--- config.mk ---
export PLATFORM = sky130hd
export DESIGN_NAME = quality_bit_compactor_unit
export DESIGN_NICKNAME = d
export VERILOG_FILES = /design/src/rtl/qbc_pkg.sv /design/src/rtl/quality_bit_compactor_unit.sv
export SDC_FILE = /design/constraint.sdc
export NUM_CORES = 1
export LEC_CHECK = 0
export BUFFER_PORTS_ARGS = -buffer_cell sky130_fd_sc_hd__buf_2
export CAP_MARGIN = 25
export CORE_ASPECT_RATIO = 0.8
export CORE_MARGIN = 2
export CORE_UTILIZATION = 45
export CTS_CLUSTER_SIZE = 30
export DETAILED_ROUTE_END_ITERATION = 12
export SYNTH_ARGS = -nofsm -noshare
export SYNTH_HDL_FRONTEND = slang
export SYNTH_SLANG_ARGS = --single-unit
--- constraint.sdc ---
create_clock -name clk -period 12.32 [get_ports clk]
set_clock_uncertainty 0.2 [all_clocks]
set_input_delay 0.616 -clock clk [delete_from_list [all_inputs] [get_ports clk]]
set_output_delay 0.616 -clock clk [all_outputs]
set_load 0.005 [all_outputs]
--- src/rtl/qbc_pkg.sv ---
// qbc_pkg: widths, constants, register indexes and coding codes for the
// quality bit compactor. No dependencies.
package qbc_pkg;

  localparam int QWORD_W      = 16;  // quality word and used-bit mask width
  localparam int PACK_W       = 8;   // packed quality byte width
  localparam int CODE_W       = 2;   // coding field width
  localparam int ACT_W        = 5;   // active_bits register width
  localparam int QUALITY_BITS = 16;  // limit on counted word bits
  localparam int GROUP_COUNT  = 6;   // grouped output bits in use
  localparam int MASK_REGS    = 6;   // group mask registers present
  localparam int GATHER_LIMIT = 8;   // most used bits that can be gathered
  localparam int HALF_W       = QWORD_W / 2;
  localparam int POS_W        = $clog2(QWORD_W) + 1;  // prefix count width

  // Configuration port
  localparam int CFG_DATA_W = 32;
  localparam int CFG_ADDR_W = 5;
  localparam int REG_IDX_W  = 3;

  localparam logic [REG_IDX_W-1:0] REG_PLAIN_COPY = 3'd0;
  localparam logic [REG_IDX_W-1:0] REG_ACTIVE     = 3'd1;
  localparam logic [REG_IDX_W-1:0] REG_GRP_FIRST  = 3'd2;

  // Request types
  localparam logic REQ_SURVEY  = 1'b0;
  localparam logic REQ_CONVERT = 1'b1;

  // Coding codes
  localparam logic [CODE_W-1:0] CODE_ZERO   = 2'd0;
  localparam logic [CODE_W-1:0] CODE_GATHER = 2'd1;
  localparam logic [CODE_W-1:0] CODE_GROUP  = 2'd2;
  localparam logic [CODE_W-1:0] CODE_PLAIN  = 2'd3;

  typedef logic [QWORD_W-1:0] qword_t;
  typedef logic [PACK_W-1:0]  pack_t;
  typedef qword_t grp_masks_t [MASK_REGS];

endpackage

--- src/rtl/quality_bit_compactor_unit.sv ---
// quality_bit_compactor_unit: top level of the quality bit compactor.
// Depends on qbc_pkg for widths, codes and register indexes.
//
// Usage:
//   Input channel (in_valid/in_ready) takes one word per cycle unless stalled: a survey word
//   (in_req_type = 0) ORs its low active bits into the used-bit mask, with
//   in_restart_survey clearing the mask first; a convert word (in_req_type = 1)
//   produces one result on the output channel (out_valid/out_ready).
//   Survey words produce no result.
//   Path: a convert word is held in the input register, then in the result
//   register until taken (one input register, one result register).
//   Throughput: one word per cycle when not stalled, set by the single compute
//   stage between the two registers.
//   Stall: while the result register holds an untaken word, a convert word in
//   the input register holds; survey words still drain. in_ready follows.
//   Reset (rst_n low, synchronous): both registers empty, used-bit mask zero,
//   plain_copy_mode 0, active_bits 16, group masks zero.
//   Configuration: APB-style port, register i at byte address 4*i; write only
//   while no word is in flight.
module quality_bit_compactor_unit
  import qbc_pkg::*;
(
  input  logic                  clk,
  input  logic                  rst_n,
  // input channel
  input  logic                  in_valid,
  output logic                  in_ready,
  input  logic                  in_req_type,
  input  logic                  in_restart_survey,
  input  logic [QWORD_W-1:0]    in_quality_word,
  // result channel
  output logic                  out_valid,
  input  logic                  out_ready,
  output logic [PACK_W-1:0]     out_packed_quality,
  output logic [CODE_W-1:0]     out_coding_used,
  output logic                  out_unmatched_bits,
  output logic [QWORD_W-1:0]    out_used_bits,
  // configuration port
  input  logic                  cfg_psel,
  input  logic                  cfg_penable,
  input  logic                  cfg_pwrite,
  input  logic [CFG_ADDR_W-1:0] cfg_paddr,
  input  logic [CFG_DATA_W-1:0] cfg_pwdata,
  output logic [CFG_DATA_W-1:0] cfg_prdata,
  output logic                  cfg_pready
);

  // ---------------------------------------------------------------------------
  // Configuration registers
  // ---------------------------------------------------------------------------
  logic             plain_mode_r;
  logic [ACT_W-1:0] active_bits_r;
  grp_masks_t       grp_mask_r;
  logic             cfg_wr;
  logic [REG_IDX_W-1:0] cfg_idx;

  assign cfg_pready = 1'b1;
  assign cfg_wr     = cfg_psel & cfg_penable & cfg_pwrite & cfg_pready;
  assign cfg_idx    = cfg_paddr[CFG_ADDR_W-1:2];

  always_ff @(posedge clk) begin
    if (!rst_n) begin
      plain_mode_r  <= 1'b0;
      active_bits_r <= ACT_W'(QWORD_W);
      for (int g = 0; g < MASK_REGS; g++) begin
        grp_mask_r[g] <= '0;
      end
    end else if (cfg_wr) begin
      if (cfg_idx == REG_PLAIN_COPY) begin
        plain_mode_r <= cfg_pwdata[0];
      end else if (cfg_idx == REG_ACTIVE) begin
        active_bits_r <= cfg_pwdata[ACT_W-1:0];
      end
      for (int g = 0; g < MASK_REGS; g++) begin
        if (cfg_idx == REG_GRP_FIRST + REG_IDX_W'(g)) begin
          grp_mask_r[g] <= cfg_pwdata[QWORD_W-1:0];
        end
      end
    end
  end

  // Read back: decode the addressed register.
  always_comb begin
    cfg_prdata = '0;
    if (cfg_idx == REG_PLAIN_COPY) begin
      cfg_prdata[0] = plain_mode_r;
    end else if (cfg_idx == REG_ACTIVE) begin
      cfg_prdata[ACT_W-1:0] = active_bits_r;
    end
    for (int g = 0; g < MASK_REGS; g++) begin
      if (cfg_idx == REG_GRP_FIRST + REG_IDX_W'(g)) begin
        cfg_prdata[QWORD_W-1:0] = grp_mask_r[g];
      end
    end
  end

  // ---------------------------------------------------------------------------
  // Input register
  // ---------------------------------------------------------------------------
  logic         a_valid_r;
  logic         a_req_r;
  logic         a_restart_r;
  qword_t       a_word_r;
  logic         a_advance;
  logic         in_take;
  logic         out_valid_r;

  // A survey word needs no result slot; a convert word needs a free or
  // draining result register.
  assign a_advance = a_valid_r &
                     ((a_req_r == REQ_SURVEY) | ~out_valid_r | out_ready);
  assign in_ready  = ~a_valid_r | a_advance;
  assign in_take   = in_valid & in_ready;

  always_ff @(posedge clk) begin
    if (!rst_n) begin
      a_valid_r <= 1'b0;
    end else if (in_ready) begin
      a_valid_r <= in_valid;
    end
  end

  always_ff @(posedge clk) begin
    if (in_take) begin
      a_req_r     <= in_req_type;
      a_restart_r <= in_restart_survey;
      a_word_r    <= in_quality_word;
    end
  end

  // ---------------------------------------------------------------------------
  // Used-bit mask (survey pass)
  // ---------------------------------------------------------------------------
  qword_t used_mask_r;
  qword_t used_mask_nxt;
  qword_t act_mask;

  // Bit i counts when i is below both active_bits and the word limit.
  always_comb begin
    for (int i = 0; i < QWORD_W; i++) begin
      act_mask[i] = (i < QUALITY_BITS) && (active_bits_r > ACT_W'(i));
    end
  end

  always_comb begin
    used_mask_nxt = used_mask_r;
    if (a_advance && (a_req_r == REQ_SURVEY)) begin
      used_mask_nxt = (a_restart_r ? '0 : used_mask_r) | (a_word_r & act_mask);
    end
  end

  always_ff @(posedge clk) begin
    if (!rst_n) begin
      used_mask_r <= '0;
    end else begin
      used_mask_r <= used_mask_nxt;
    end
  end

  // ---------------------------------------------------------------------------
  // Convert: gather, group or truncate
  // ---------------------------------------------------------------------------
  logic [POS_W-1:0] pos   [QWORD_W];  // output slot of each used bit
  logic [POS_W-1:0] lo_cnt;
  logic [POS_W-1:0] hi_cnt;
  logic [POS_W-1:0] nused;
  pack_t            gather_val;
  pack_t            group_val;
  pack_t            packed_nxt;
  logic [CODE_W-1:0] coding_nxt;
  logic             unmatched_nxt;

  // Prefix counts in two independent halves, upper half offset by the
  // lower half's total.
  always_comb begin
    lo_cnt = '0;
    hi_cnt = '0;
    for (int i = 0; i < HALF_W; i++) begin
      pos[i] = lo_cnt;
      lo_cnt = lo_cnt + POS_W'(used_mask_r[i]);
    end
    for (int i = 0; i < HALF_W; i++) begin
      pos[HALF_W+i] = hi_cnt;
      hi_cnt = hi_cnt + POS_W'(used_mask_r[HALF_W+i]);
    end
    for (int i = 0; i < HALF_W; i++) begin
      pos[HALF_W+i] = pos[HALF_W+i] + lo_cnt;
    end
    nused = lo_cnt + hi_cnt;
  end

  // Parallel bit extract: slot p takes the used bit whose prefix count is p.
  always_comb begin
    for (int p = 0; p < PACK_W; p++) begin
      gather_val[p] = 1'b0;
      for (int i = 0; i < QWORD_W; i++) begin
        if (used_mask_r[i] && a_word_r[i] && (pos[i] == POS_W'(p))) begin
          gather_val[p] = 1'b1;
        end
      end
    end
  end

  // Output bits past the group registers stay zero.
  always_comb begin
    group_val = '0;
    for (int g = 0; g < MASK_REGS; g++) begin
      if (g < GROUP_COUNT && g < PACK_W) begin
        group_val[g] = |(a_word_r & grp_mask_r[g]);
      end
    end
  end

  always_comb begin
    packed_nxt    = '0;
    coding_nxt    = CODE_ZERO;
    unmatched_nxt = 1'b0;
    if (plain_mode_r) begin
      packed_nxt = a_word_r[PACK_W-1:0];
      coding_nxt = CODE_PLAIN;
    end else if (nused == '0) begin
      coding_nxt = CODE_ZERO;
    end else if (nused <= POS_W'(GATHER_LIMIT)) begin
      packed_nxt = gather_val;
      coding_nxt = CODE_GATHER;
    end else begin
      packed_nxt    = group_val;
      coding_nxt    = CODE_GROUP;
      unmatched_nxt = (a_word_r != '0) && (group_val == '0);
    end
  end

  // ---------------------------------------------------------------------------
  // Result register
  // ---------------------------------------------------------------------------
  logic              load_out;
  pack_t             out_packed_r;
  logic [CODE_W-1:0] out_coding_r;
  logic              out_unmatched_r;
  qword_t            out_used_r;

  assign load_out = a_advance & (a_req_r == REQ_CONVERT);

  always_ff @(posedge clk) begin
    if (!rst_n) begin
      out_valid_r <= 1'b0;
    end else if (load_out) begin
      out_valid_r <= 1'b1;
    end else if (out_ready) begin
      out_valid_r <= 1'b0;
    end
  end

  // Hold the word until taken; load only when the slot frees.
  always_ff @(posedge clk) begin
    if (load_out) begin
      out_packed_r    <= packed_nxt;
      out_coding_r    <= coding_nxt;
      out_unmatched_r <= unmatched_nxt;
      out_used_r      <= used_mask_r;
    end
  end

  assign out_valid          = out_valid_r;
  assign out_packed_quality = out_packed_r;
  assign out_coding_used    = out_coding_r;
  assign out_unmatched_bits = out_unmatched_r;
  assign out_used_bits      = out_used_r;

endmodule

# Yosys cells after proc, flatten, opt, wreduce, memory -nomap -nowiden

Memory sizes are Yosys's and may differ from the RTL's.
Cells that the tools add are included.

Register bits after elaboration: 69
Latch bits: 0
Memory bits (writable): 96
Memory bits (read-only): 0
Bits of input ports: 62
Output and inout bits: 62
Logic and storage cells: 507
Memories kept: 1

Add/sub/neg operators: 22
$mul: 0
Divide/modulo/power cells: 0
Magnitude comparators: 17
Equal/unequal tests: 105
Shift-type cells: 0
Mux-type cells: 163
Bitwise gates (word level): 26
Reduce and logical (&&, ||, !) cells: 161

Memories:

| name       | depth | width | read ports | clocked after Yosys merged registers in | write ports | RTL line                         | text |
|---|---|---|---|---|---|---|---|
| grp_mask_r | 6     | 16    | 6          | 0                                       | 6           | quality_bit_compactor_unit.sv:53 | `grp_masks_t grp_mask_r;` |

Operators by type and width:

| cell                                                                  | number |
|---|---|
| 5-bit by 3-bit equality test with 1-bit output, second input constant | 44 |
| 16-bit 2-to-1 mux                                                     | 13 |
| 1-bit 2-to-1 mux                                                      | 143 |
| 1-bit logical AND                                                     | 132 |
| 16-bit AND                                                            | 7 |
| 5-bit by 2-bit equality test with 1-bit output, second input constant | 22 |
| 16-bit OR reduction                                                   | 6 |
| 5-bit logical NOT                                                     | 16 |
| 5-bit by 1-bit equality test with 1-bit output, second input constant | 11 |
| 5-bit by 4-bit > comparator with 1-bit output, second input constant  | 8 |
| 5-bit by 1-bit adder with 5-bit output                                | 6 |
| 3-bit equality test, second input constant                            | 8 |
| 8-bit 2-to-1 mux                                                      | 3 |
| 5-bit adder                                                           | 4 |
| 5-bit by 3-bit > comparator with 1-bit output, second input constant  | 4 |
| 4-bit by 3-bit equality test with 1-bit output, second input constant | 4 |
| 16-bit bitwise OR                                                     | 1 |
| 16-bit nonzero test                                                   | 1 |
| 2-bit by 3-bit equality test with 1-bit output, second input constant | 4 |
| 3-bit by 2-bit equality test with 1-bit output, second input constant | 4 |
| 4-bit by 1-bit adder with 5-bit output                                | 2 |
| 5-bit by 1-bit > comparator with 1-bit output, second input constant  | 2 |
| 5-bit by 2-bit > comparator with 1-bit output, second input constant  | 2 |
| 1-bit bitwise OR                                                      | 9 |
| other kinds (24)                                                      | 38 |

# Longest topological paths before layout

Depth after elaboration: 20
Depth in mapped cells: 25
Gate-level depth less buffers: 23

# Worst setup path before layout

No wires, ideal clock.

Kind: flip-flop to flip-flop
From: register used_mask_r[2]
To: register out_packed_r[2] (netlist: out_packed_quality[2]), data pin
Library setup time: 0.265 ns
Arrival time: 6.297 ns
Required time: 11.855 ns
Slack: 5.558 ns
Stages on the path, launching flop included: 25
Path buffers: 2
Period minus slack after synthesis: 6.762 ns
Cell sequence: dfxtp_1 fa_1 ha_1 ha_1 ha_1 ha_1 ha_1 ha_1 buf_1 xnor2_1 xor2_1 clkinv_1 clkbuf_1 ha_1 inv_1 o21bai_1 o21ai_0 a21oi_1 a31oi_1 xor2_1 nand3_1 nor4_1 or4_1 nor4_1 o211ai_1

Word-level cells in the longest chain between the ends: 19
Elaborated cells on any way between the ends: 61
Classes of those cells: 14 x add/sub; 1 x order compare; 13 x eq/ne; 17 x mux; 16 x reduce/logical

Ends and longest elaborated chain:

| what                                                                               | RTL line                                                             | text |
|---|---|---|
| start: declaration                                                                 | quality_bit_compactor_unit.sv:134                                    | `qword_t used_mask_r;` |
| start signal: assignment                                                           | quality_bit_compactor_unit.sv:156                                    | `used_mask_r <= used_mask_nxt;` |
| 2-bit by 1-bit adder with 3-bit output / 1-bit logical AND (equally long branches) | quality_bit_compactor_unit.sv:180, quality_bit_compactor_unit.sv:197 |  |
| 3-bit by 1-bit adder with 4-bit output, or another cell as far along               | quality_bit_compactor_unit.sv:180                                    | `lo_cnt = lo_cnt + POS_W'(used_mask_r[i]);` |
| 4-bit by 1-bit adder with 5-bit output, or another cell as far along               | quality_bit_compactor_unit.sv:180                                    |  |
| 5-bit by 1-bit adder with 5-bit output, or another cell as far along (3 in series) | quality_bit_compactor_unit.sv:180                                    |  |
| 1-bit by 5-bit adder with 5-bit output, or another cell as far along               | quality_bit_compactor_unit.sv:187                                    | `pos[HALF_W+i] = pos[HALF_W+i] + lo_cnt;` |
| 5-bit by 2-bit equality test with 1-bit output, or another cell as far along       | quality_bit_compactor_unit.sv:197                                    | `if (used_mask_r[i] && a_word_r[i] && (pos[i] == POS_W'(p))) begin` |
| 1-bit logical AND / 1-bit 2-to-1 mux (equally long branches)                       | quality_bit_compactor_unit.sv:197                                    |  |
| 1-bit 2-to-1 mux (7 in series)                                                     | quality_bit_compactor_unit.sv:197                                    |  |
| 8-bit 2-to-1 mux                                                                   | quality_bit_compactor_unit.sv:223                                    | `end else if (nused <= POS_W'(GATHER_LIMIT)) begin` |
| 8-bit 2-to-1 mux *                                                                 | quality_bit_compactor_unit.sv:221                                    | `end else if (nused == '0) begin` |
| 8-bit 2-to-1 mux *                                                                 | quality_bit_compactor_unit.sv:218                                    | `if (plain_mode_r) begin` |
| via packed_nxt[2]                                                                  | quality_bit_compactor_unit.sv:169                                    | `pack_t packed_nxt;` |
| end signal: assignment                                                             | quality_bit_compactor_unit.sv:257                                    | `out_packed_r <= packed_nxt;` |
| end: declaration                                                                   | quality_bit_compactor_unit.sv:237                                    | `pack_t out_packed_r;` |

The timed path passes the listed nets; every way through them passes the cells marked *.
A chain may end at the register's enable or synchronous reset.

# Final worst setup path

From: register used_mask_r[0]
To: register out_packed_r[2] (netlist: out_packed_quality[2]), data pin

Word-level cells in the longest chain between the ends: 20
Elaborated cells on any way between the ends: 62
Classes of those cells: 15 x add/sub; 1 x order compare; 14 x eq/ne; 17 x mux; 15 x reduce/logical

Ends and longest elaborated chain:

| what                                                                                 | RTL line |
|---|---|
| 1-bit by 1-bit adder with 2-bit output *                                             | quality_bit_compactor_unit.sv:180 |
| 2-bit by 1-bit adder with 3-bit output / 2-bit equality test (equally long branches) | quality_bit_compactor_unit.sv:180, quality_bit_compactor_unit.sv:197 |
| 3-bit by 1-bit adder with 4-bit output, or another cell as far along                 | quality_bit_compactor_unit.sv:180 |
| 4-bit by 1-bit adder with 5-bit output, or another cell as far along                 | quality_bit_compactor_unit.sv:180 |
| 5-bit by 1-bit adder with 5-bit output, or another cell as far along (3 in series)   | quality_bit_compactor_unit.sv:180 |
| 1-bit by 5-bit adder with 5-bit output, or another cell as far along                 | quality_bit_compactor_unit.sv:187 |
| 5-bit by 2-bit equality test with 1-bit output, or another cell as far along         | quality_bit_compactor_unit.sv:197 |
| 1-bit logical AND / 1-bit 2-to-1 mux (equally long branches)                         | quality_bit_compactor_unit.sv:197 |
| 1-bit 2-to-1 mux (7 in series)                                                       | quality_bit_compactor_unit.sv:197 |
| 8-bit 2-to-1 mux                                                                     | quality_bit_compactor_unit.sv:223 |
| 8-bit 2-to-1 mux *                                                                   | quality_bit_compactor_unit.sv:221 |
| 8-bit 2-to-1 mux *                                                                   | quality_bit_compactor_unit.sv:218 |
| via packed_nxt[2]                                                                    | quality_bit_compactor_unit.sv:169 |

Marked as above.

==> flow_summary_export.csv <==
group,metric,value,unit
run_status,status,"finished, final reports clean",
global_route,grt.overflow.total,0,
critical_path,crit_type,"reg -> reg",
clock_tree,cts_tree,"yes",
routing,first_iter_violations,1299,
power,p_sw_share,28.4,%
routing,dr_total_vias,9467,
critical_path,required,12.27,ns
layout,mostFrequentLayoutCells,"edfxtp_1, and2_1, nand2_1, buf_2, nor2_1",
logic_synthesis,synthTopCellsByArea,"edfxtp_1, and2_1, ha_1",
routing,wl,37300,um
floorplan,die_h,145,um
logic_synthesis,syn_avg_cell_area,10.1,um2
layout,fillerInstances,2291,
critical_path,path_depth,23,
power,p_sw,0.403,mW
critical_path,crit_chain,"fa_1 > ha_1 > ha_1 > ha_1 > ha_1 > ha_1 > ha_1 > xnor2_1 > xor2_1 > buf_4 > clkinv_1 > ha_1 > inv_1 > o21bai_1 > o21ai_0 > a21oi_1 > a31oi_1 > xor2_1 > nand3_1 > nor4_1 > or4_1 > nor4_1 > o211ai_1",
logic_synthesis,synthCells,1114,
clock_tree,cts-buffers-inserted,17,
critical_path,cpMostUsedCell,"ha_1",
critical_path,crit_fanout,16,
routing,firstDrtPassIters,5,
floorplan,std_cell_rows,51,
critical_path,path_delay_family,"adder cells",
place,postPlaceCellArea,12000,um2
place,hpwlAfterDp,26500,um
critical_path,r2r_start,"used_mask_r[0]",
logic_synthesis,synth-seq-area-share,42.0,%
sta,rsz0062_at_grt,"false",
power,ir_drop,0.0969,mV
critical_path,reg2reg_depth,23,
layout,drive_above_1_share,15.5,%
logic_synthesis,synth_cell_types,83,
logic_synthesis,synth_area,11200,um2
logic_synthesis,synth_edf_count,141,
power,powerDensity,113,nW/um2
power,p_int,1.01,mW
critical_path,r2r-end,"out_packed_quality[2]",
sta,fin_ws,4.85,ns
critical_path,endpoint_kind,"register",
global_route,grt_use_total,27.8,%
logic_synthesis,ys_async_sr_fraction,0,%
critical_path,critPathArrivalTime,7.41,ns
routing,viasPerCell,6.27,
routing,wire_per_inst,24.7,um
clock_tree,cts.sink_count,165,
sta,fin_tns_setup,0,ns
layout,nNetsFinal,1286,
floorplan,die_w,181,um
sta,tightestPinTransition,1.02,ns
clock_tree,worstSkewPairLatency,0.44,ns
critical_path,cp_num_buf_inv,3,
clock_tree,cts_resized,0,
place,pre_cts_ws,4.96,ns
clock_tree,cts.root.buffer_cell,"clkbuf_16",
clock_tree,cts_hold_buf,0,
logic_synthesis,synthFlopType,"edfxtp_1",
clock_tree,post_cts_buffers,0,
critical_path,slowest_delay,0.57,ns
critical_path,cpMaxStageDelayCell,"fa_1",
floorplan,core,24400,um2
logic_synthesis,yosysTopAreaCell,"edfxtp_1",
run,maxCapViolations,0,
floorplan,ios,124,
global_route,grt_pass1_wl,54700,um
logic_synthesis,synthDominantCellAreaShare,37.7,%
clock_tree,clk_pin_slew,0.07,ns
hold_path,hold_path.class,"in -> reg",
global_route,grt_antenna_before_repair,1,
logic_synthesis,synth-seq-cells,165,
power,seqPwrFrac,47.5,%
clock_tree,clock_path_buffers,2,
logic_synthesis,ys_warn_count,0,
routing,remaining_drc_errors,0,
layout,multiInputGateArea,6120,um2
global_route,grt_max_degree,46,
layout,synthToLayoutAreaGrowth,11.5,%
critical_path,regToRegSetupSlack,4.85,ns
layout,seq_area,4710,um2
floorplan,start_util,46.0,%
power,power_leakage,4.71,nW
place,gp_congestion,0.935,
sta,slew_violations,0,
sta,hold_violations,0,
hold_path,min_from,"in_quality_word[11]",
place,portBuffers,88,
global_route,grt_pass1_vias,8605,
layout,stdcell_area,12500,um2
sta,timing.final.crit_share,60.6,%
hold_path,worst_hold_path.endpoint,"a_word_r[11]",
critical_path,critPathLaunchType,"register",
power,comb_power_share,14.6,%
sta,setup-violations-final,0,
sta,fmax,134,MHz
power,pwr-share-clk,37.9,%
clock_tree,ctsHtreeMaxLevel,4,
sta,period_needed,7.47,ns
sta,slew_headroom,31.4,%
floorplan,design.die.area,26300,um2
layout,mostFrequentLayoutCell,"edfxtp_1",
hold_path,hold_depth,1,
routing,ant_nets,0,
-- worst register-to-register path, delay by kind of cell (launching register included) --
kind                     cells  cell delay, ns
flip-flops                   1            0.49
AND/OR/NAND/NOR              4            1.03
buffers and inverters        3            0.78
XOR/XNOR                     3            0.54
AO/OA/AOI/OAI                5            0.79
adder cells (fa/ha/maj)      8            3.35
-- per-layer routing --
metal  share of wire [%]  track usage [%]
met5                0.21             2.18
met4                 1.3             5.12
met3                  12             9.33
met2                  40             37.2
met1                  46             43.1
-- sequential cells by signal, indices dropped and copies added, names as in the netlist --
name and count:
a_word_r 16, plain_mode_r 1, a_valid_r 1, out_valid 1, out_unmatched_bits 1, used_mask_r 16
out_coding_used 2, a_req_r 1, a_restart_r 1, out_packed_quality 8, grp_mask_r 96, out_used_bits 16
active_bits_r 5
-- per-stage QoR --
stage | utilization, % | std cells | hold WS (ns) | power [mW]
final | 51.3 | 1511 | 0.151 | 1.42
after global routing | 51.3 | 1510 | 0.132 | 1.46
after CTS | 51.3 | 1510 | 0.136 | 1.42
after detailed placement | 48.9 | 1478 | 0.338 | 0.884
after global placement | 48.9 | 1478 | 0.344 | 0.883
after floorplan | - | 1129 | 0.251 | 0.801
-- cell type report --
cell class                 count  area share [%]
multi-input combinational    855            48.8
inverter                      30           0.899
timing repair buffer         110            4.83
clock inverter                14            1.19
sequential                   165            37.6
antenna                        1          0.0200
tap                          318            3.18
clock buffer                  18            3.42
-- Yosys cell counts (24+ instances only) --
cell type  instances
nand3_1           40
xnor2_1           33
inv_1             29
clkbuf_1          50
nor2b_1           26
nor3_1            30
a22oi_1           34
nand2_1           92
a21oi_1           27
ha_1              39
o21ai_0           34
and2_1           103
edfxtp_1         141
dfxtp_1           24
nor2_1            56
-- power by group through the flow --
| stage | sequential, mW | combinational (mW) | clock [mW] |
|---|---|---|---|
| floorplan | 0.657 | 0.144 | 0 |
| global placement | 0.682 | 0.201 | 0 |
| detailed placement | 0.682 | 0.202 | 0 |
| CTS | 0.670 | 0.204 | 0.542 |
| global route | 0.674 | 0.226 | 0.564 |
| finish | 0.673 | 0.208 | 0.537 |
-- cell families after synthesis --
| kind of cell | count (synthesis) | share of synthesized area (%) |
|---|---|---|
| fa+ha+maj | 49 | 5.77 |
| flops | 165 | 42.0 |
| compound gates | 250 | 16.3 |
| buf+inv | 109 | 4.31 |
| xor+xnor | 57 | 5.71 |
| other cells | 2 | 0.0668 |
| mux | 43 | 4.97 |
| simple gates | 439 | 20.9 |
-- how the worst max path moves through the flow --
stage,start,to,slack (ns)
2_1_floorplan,used_mask_r[2],out_packed_quality[2],5.56
3_3_place_gp,used_mask_r[1],out_packed_quality[2],4.93
3_5_place_dp,used_mask_r[1],out_packed_quality[2],4.96
4_1_cts,used_mask_r[1],out_packed_quality[2],4.90
5_1_grt,used_mask_r[1],out_packed_quality[2],4.43
6_report,used_mask_r[0],out_packed_quality[2],4.85
No activity file was read; power rests on OpenSTA's default activity.
